**src/tlcrc_pkg.sv**
```systemverilog
`timescale 1ns / 1ps

package tlcrc_pkg;

    localparam int unsigned LANES = 3;

    // command codes
    localparam logic CMD_LOAD = 1'b0;
    localparam logic CMD_DATA = 1'b1;

    // CRC-8 polynomial x^8 + x^2 + x + 1, MSB first
    localparam logic [7:0] CRC_POLY = 8'h07;

    // lane pointer codes
    localparam logic [1:0] LANE_0   = 2'd0;
    localparam logic [1:0] LANE_1   = 2'd1;
    localparam logic [1:0] LANE_2   = 2'd2;
    localparam logic [1:0] LANE_BAD = 2'd3;

    typedef struct packed {
        logic [LANES-1:0][7:0] lane;
        logic [1:0]            ptr;
    } t_state;

endpackage

```
**src/tlcrc_update.sv**
```systemverilog
`timescale 1ns / 1ps

// Next-state and packed result for one beat.
module tlcrc_update (
    input  tlcrc_pkg::t_state i_state,
    input  logic              i_command,
    input  logic [31:0]       i_seed,
    input  logic [7:0]        i_data_byte,
    output tlcrc_pkg::t_state o_state,
    output logic [31:0]       o_word
);

    function automatic logic [7:0] crc8_step(input logic [7:0] crc, input logic [7:0] data);
        logic [7:0] v;
        v = crc ^ data;
        for (int b = 0; b < 8; b++) begin
            if (v[7]) begin
                v = {v[6:0], 1'b0} ^ tlcrc_pkg::CRC_POLY;
            end else begin
                v = {v[6:0], 1'b0};
            end
        end
        return v;
    endfunction

    logic [1:0] pos;
    logic [7:0] sel_lane;
    logic [7:0] upd_lane;

    always_comb begin
        unique case (i_state.ptr)
            tlcrc_pkg::LANE_1: sel_lane = i_state.lane[1];
            tlcrc_pkg::LANE_2: sel_lane = i_state.lane[2];
            default:           sel_lane = i_state.lane[0];
        endcase
    end

    assign upd_lane = crc8_step(sel_lane, i_data_byte);
    assign pos      = i_seed[25:24];

    always_comb begin
        o_state = i_state;
        if (i_command == tlcrc_pkg::CMD_LOAD) begin
            o_state.lane[0] = i_seed[7:0];
            o_state.lane[1] = i_seed[15:8];
            o_state.lane[2] = i_seed[23:16];
            // reserve/version bits dropped; position 3 folds to 0
            o_state.ptr     = (pos == tlcrc_pkg::LANE_BAD) ? tlcrc_pkg::LANE_0 : pos;
        end else begin
            unique case (i_state.ptr)
                tlcrc_pkg::LANE_1: begin
                    o_state.lane[1] = upd_lane;
                    o_state.ptr     = tlcrc_pkg::LANE_2;
                end
                tlcrc_pkg::LANE_2: begin
                    o_state.lane[2] = upd_lane;
                    o_state.ptr     = tlcrc_pkg::LANE_0;
                end
                default: begin
                    o_state.lane[0] = upd_lane;
                    o_state.ptr     = tlcrc_pkg::LANE_1;
                end
            endcase
        end
    end

    assign o_word = {6'd0, o_state.ptr, o_state.lane[2], o_state.lane[1], o_state.lane[0]};

endmodule

```
**src/three_lane_crc8_engine.sv**
```systemverilog
`timescale 1ns / 1ps

// Three interleaved CRC-8 lanes (poly 0x07, MSB first) with a round-robin
// lane pointer. A load beat (command 0) sets the lanes from seed bytes 0-2
// and the pointer from seed bits 25:24 (3 reads as 0; bits 31:26 ignored).
// A data beat (command 1) folds data_byte into the pointed lane and moves
// the pointer on, 0 -> 1 -> 2 -> 0. Every beat yields one result: the
// packed word (lane0 7:0, lane1 15:8, lane2 23:16, pointer 25:24, rest
// zero) and block_done, the echo of final_byte on data beats and 0 on
// loads. Throughput is one beat per clock while the downstream accepts;
// a result appears in the cycle after its input beat, held in a single
// output register. The input is ready whenever that register is empty or
// being drained in the same cycle, so ready follows the downstream ready
// combinationally. Reset clears all lanes and the pointer.
module three_lane_crc8_engine (
    input  logic        i_clk,
    input  logic        i_rst_n,
    // input channel
    input  logic        i_in_valid,
    output logic        o_in_ready,
    input  logic        i_command,
    input  logic [31:0] i_seed,
    input  logic [7:0]  i_data_byte,
    input  logic        i_final_byte,
    // result channel
    output logic        o_out_valid,
    input  logic        i_out_ready,
    output logic [31:0] o_crc_word,
    output logic        o_block_done
);

    tlcrc_pkg::t_state r_state;
    tlcrc_pkg::t_state n_state;
    logic [31:0]       n_word;
    logic              r_out_valid;
    logic [31:0]       r_word;
    logic              r_done;
    logic              in_fire;

    // output slot free now, or being emptied this edge
    assign o_in_ready = !r_out_valid || i_out_ready;
    assign in_fire    = i_in_valid && o_in_ready;

    tlcrc_update u_update (
        .i_state     (r_state),
        .i_command   (i_command),
        .i_seed      (i_seed),
        .i_data_byte (i_data_byte),
        .o_state     (n_state),
        .o_word      (n_word)
    );

    // lane state and result valid: control, reset
    always_ff @(posedge i_clk) begin
        if (!i_rst_n) begin
            r_state     <= '0;
            r_out_valid <= 1'b0;
        end else begin
            if (in_fire) begin
                r_state <= n_state;
            end
            if (in_fire) begin
                r_out_valid <= 1'b1;
            end else if (i_out_ready) begin
                r_out_valid <= 1'b0;
            end
        end
    end

    // result payload: no reset needed
    always_ff @(posedge i_clk) begin
        if (in_fire) begin
            r_word <= n_word;
            r_done <= (i_command == tlcrc_pkg::CMD_DATA) ? i_final_byte : 1'b0;
        end
    end

    assign o_out_valid  = r_out_valid;
    assign o_crc_word   = r_word;
    assign o_block_done = r_done;

endmodule

```
**config.mk**
```make
export PLATFORM = sky130hd
export DESIGN_NAME = three_lane_crc8_engine
export DESIGN_NICKNAME = d
export VERILOG_FILES = /design/src/tlcrc_pkg.sv /design/src/tlcrc_update.sv /design/src/three_lane_crc8_engine.sv
export SDC_FILE = /design/constraint.sdc
export NUM_CORES = 1
export LEC_CHECK = 0
export BUFFER_PORTS_ARGS = -buffer_cell sky130_fd_sc_hd__buf_2
export CAP_MARGIN = 20
export CORE_MARGIN = 4
export CORE_UTILIZATION = 50
export CTS_CLUSTER_SIZE = 8
export DETAILED_ROUTE_END_ITERATION = 6
export PLACE_DENSITY_LB_ADDON = 0.3
export SYNTH_ARGS = -nofsm -noshare
export SYNTH_HDL_FRONTEND = slang
export SYNTH_SLANG_ARGS = --single-unit
```
**constraint.sdc**
```tcl
create_clock -name i_clk -period 2.9 [get_ports i_clk]
set_clock_uncertainty 0.1 [all_clocks]
set_input_delay 0.29 -clock i_clk [delete_from_list [all_inputs] [get_ports i_clk]]
set_output_delay 0.29 -clock i_clk [all_outputs]
set_load 0.05 [all_outputs]
```
==> results.sh <==
export IMPL_ys_ff_latch=54
export IMPL_fin_tns_setup_ns=0
export IMPL_synth_edff_count=27
export IMPL_dr_first_iter_drc_count=139
export IMPL_achievable_frequency_mhz=365
export IMPL_die_area_mm2=0.00789
export IMPL_layout_overhead_on_the_synthesized_area_pct=15.8
export IMPL_layout_drive_gt1_share=0.307
export IMPL_detailedPlacementHpwl_um=5470
export IMPL_final_max_slew_violation_count=0
export IMPL_io_pin_count=81
export IMPL_worstSetupStartpoint="r_state[0]$_SDFFE_PN0P_"
export IMPL_htree_levels=2
export IMPL_critical_path_max_stage_delay_ns=0.41
export IMPL_worstSkewPairLatency_ns=0.31
export IMPL_grt_pass1_vias=2710
export IMPL_seq_area_frac_synth=0.414
export IMPL_post_synth_cell_area_avg_um2=9.93
export IMPL_design_core_area_mm2=0.00635
export IMPL_switching_share=0.390
export IMPL_synth_flop_cell="edfxtp_1"
export IMPL_worst_hold_slack_ns=0.125
export IMPL_worst_setup_path_type="reg -> reg"
export IMPL_clock_tree_from_tritoncts="yes"
export IMPL_setup_worst_path_start_class="flip-flop"
export IMPL_quantity_of_gates_resized_following_cts=0
export IMPL_number_of_buffers_inserted_for_hold_repair_after_clock_tree_synthesis=0
export IMPL_hold_path_depth=3
export IMPL_antenna_found_initial=0
export IMPL_layout_worst_path_cycle_share=0.944
export IMPL_capturing_element_type_of_the_critical_path="flip-flop"
export IMPL_power_frac_seq=0.387
export IMPL_post_detailed_route_count_of_antenna_violating_nets=0
export IMPL_die_height_um=88.8
export IMPL_drc=0
export IMPL_yosysWarnings=0
export IMPL_clk_pin_slew_worst_paths_ns=0.10
export IMPL_clock_sinks=54
export IMPL_hold_path_startpoint="i_in_valid"
export IMPL_synthesis_instances=329
export IMPL_p_leak_uw=0.00160
export IMPL_clk_root_buffer_cell="clkbuf_8"
export IMPL_worstPathArrival_ns=2.70
export IMPL_cell_by_cell_trace_of_the_critical_path="inv_1, ha_1, buf_4, a221o_2, o21ai_1, xnor2_4, xor2_4, mux2i_1, nand3_1"
export IMPL_count_of_buffers_inserted_at_the_top_level_ports=68
export IMPL_totalWireLength_um=7830
export IMPL_critical_path_max_fanout=6
export IMPL_internal_power_uw=1480
export IMPL_vdd_drop_max_v=0.000303
export IMPL_grt_start_max_net_pins=36
export IMPL_hold_path_class="in -> reg"
export IMPL_vias_per_cell=5.69
export IMPL_layout_nets=445
export IMPL_grt_first_pass_wirelength_um=12800
export IMPL_crit_reg2reg_launch="r_state[0]$_SDFFE_PN0P_"
export IMPL_cp_slowest_cell="dfxtp_1"
export IMPL_timing_slew_headroom=0.631
export IMPL_final_util=0.596
export IMPL_grtUsageTotal=0.208
export IMPL_drv_max_cap_violation_count=0
export IMPL_pwr_density_cell_mw_per_mm2=642
export IMPL_setup_repair_after_global_routing_missed_its_margin="false"
export IMPL_postCtsSetupRepairBufs=0
export IMPL_run_status="finished, final reports clean"
export IMPL_reg2regPathDepth=9
export IMPL_cts_inserted_buffers=5
export IMPL_post_synth_num_cell_types=50
export IMPL_synthesis_area_mm2=0.00327
export IMPL_grt_overflow_total=0
export IMPL_async_s_r_ff_share_synth=0
export IMPL_floorplan_initialDensity=0.514
export IMPL_vias=2695
export IMPL_critical_path_required_ns=2.86
export IMPL_gp_routability_congestion=0.899
export IMPL_dieWidth_um=88.8
export IMPL_rows=29
export IMPL_antenna_cells_inserted=0
export IMPL_total_switching_power_uw=948
export IMPL_detail_route_first_pass_iterations=4
export IMPL_power_combinational_fraction=0.428
export IMPL_routed_wire_length_per_instance_um=16.5
export IMPL_max_clock_path_buffers=2
export IMPL_final_hold_violation_count=0
export IMPL_final_min_clock_period_ns=2.74
export IMPL_worstMarginPinSlew_ns=0.552
export IMPL_timing_final_setup_violations=0
export IMPL_power_frac_clock=0.184
-- synth_stat cells (all sizes together), types with 2 or more instances --
cell / number / area share
o31ai: 3 / 0.011
inv: 12 / 0.014
nand2: 29 / 0.033
xnor2: 15 / 0.079
a21o: 2 / 0.0046
ha: 3 / 0.011
a221o: 4 / 0.013
nand4: 3 / 0.0057
clkbuf: 19 / 0.022
edfxtp: 27 / 0.25
buf: 10 / 0.025
o221ai: 5 / 0.013
a22o: 6 / 0.016
a21oi: 22 / 0.038
and3: 10 / 0.019
a21boi: 2 / 0.0046
a31oi: 10 / 0.019
o21ai: 38 / 0.063
nor3b: 5 / 0.011
nor3: 2 / 0.0031
nand3: 10 / 0.015
a221oi: 3 / 0.017
nand3b: 3 / 0.0069
nor2b: 14 / 0.027
nor2: 15 / 0.017
dfxtp: 27 / 0.17
mux2i: 12 / 0.037
a41oi: 5 / 0.013
and2: 2 / 0.0038
xor2: 4 / 0.027
-- final cells by class --
| class | count | area [µm²] |
|---|---|---|
| clock buffers | 7 | 86.3 |
| clock inverters | 1 | 5.00 |
| fillers | 551 | 2570 |
| inverters | 13 | 48.8 |
| multi-input cells | 238 | 1740 |
| flip-flops and latches | 54 | 1350 |
| well taps | 77 | 96.3 |
| repair buffers | 84 | 460 |
-- cells by family after synthesis --
family                   count (synthesis)  synth area share
AO/OA/AOI/OAI                          104             0.225
AND/OR/NAND/NOR                         94             0.145
flip-flops                              54             0.414
buffers and inverters                   42            0.0613
XOR/XNOR                                19             0.106
multiplexers                            12            0.0368
adder cells (fa/ha/maj)                  3            0.0115
other                                    1           0.00115
-- path summary, 6_finish.rpt --
kind | end | slack, ns
worst max-delay path | o_crc_word[6]$_DFFE_PP_ | 0.16
worst min-delay path | o_out_valid$_SDFFE_PN0P_ | 0.13
worst max register to register | o_crc_word[6]$_DFFE_PP_ | 0.16
worst min register to register | o_out_valid$_SDFFE_PN0P_ | 0.46
-- metal layers --
layer	wire, µm	vias up	part of all wire	track usage
met5	0	-	0	0
met4	140	0	0.018	0.0797
met3	560	14	0.072	0.0493
met2	3690	104	0.47	0.335
met1	3440	1262	0.44	0.271
li1	-	1315	-	-
-- state kept, by name (all words and copies together) (netlist names) --
name	count
r_state	26
o_crc_word	26
o_out_valid	1
o_block_done	1
-- metrics by stage --
step	std cells	total power [µW]	cell area (µm²)	setup WS, ns
2_1_floorplan	334	1740	3290	0.252
3_3_place_gp	466	1980	3690	0.254
3_5_place_dp	466	1990	3690	0.178
4_1_cts	474	2440	3780	0.163
5_1_grt	474	2550	3780	0.0163
6_report	474	2430	3780	0.162
-- worst max-delay path: cells and delay by family, from the launching register on --
kind	cells	cell delay, ns
mux	1	0.32
flops	1	0.41
compound gates	2	0.50
buf+inv	2	0.24
simple gates	1	0.11
xor+xnor	2	0.48
fa+ha+maj	1	0.31
-- cells in the final DEF (no fill, tap or decap), drive strengths merged, types with 3 or more instances in the layout --
cell and n:
a21oi 22, a221o 4, a221oi 3, a22o 6
a31oi 10, a41oi 5, and3 10, buf 84
clkbuf 7, conb 6, dfxtp 27, edfxtp 27
ha 3, inv 12, mux2i 12, nand2 29
nand3 10, nand3b 3, nand4 3, nor2 15
nor2b 14, nor3b 5, o21ai 38, o221ai 5
o31ai 3, xnor2 15, xor2 4
-- power groups by stage --
stage	Combinational [µW]	Clock (µW)	Sequential, µW
2_1_floorplan	631	0	1110
3_3_place_gp	1030	0	953
6_report	1040	448	941
5_1_grt	1120	479	950
4_1_cts	1040	455	940
3_5_place_dp	1040	0	957
Power figures use the tool's default switching activity.
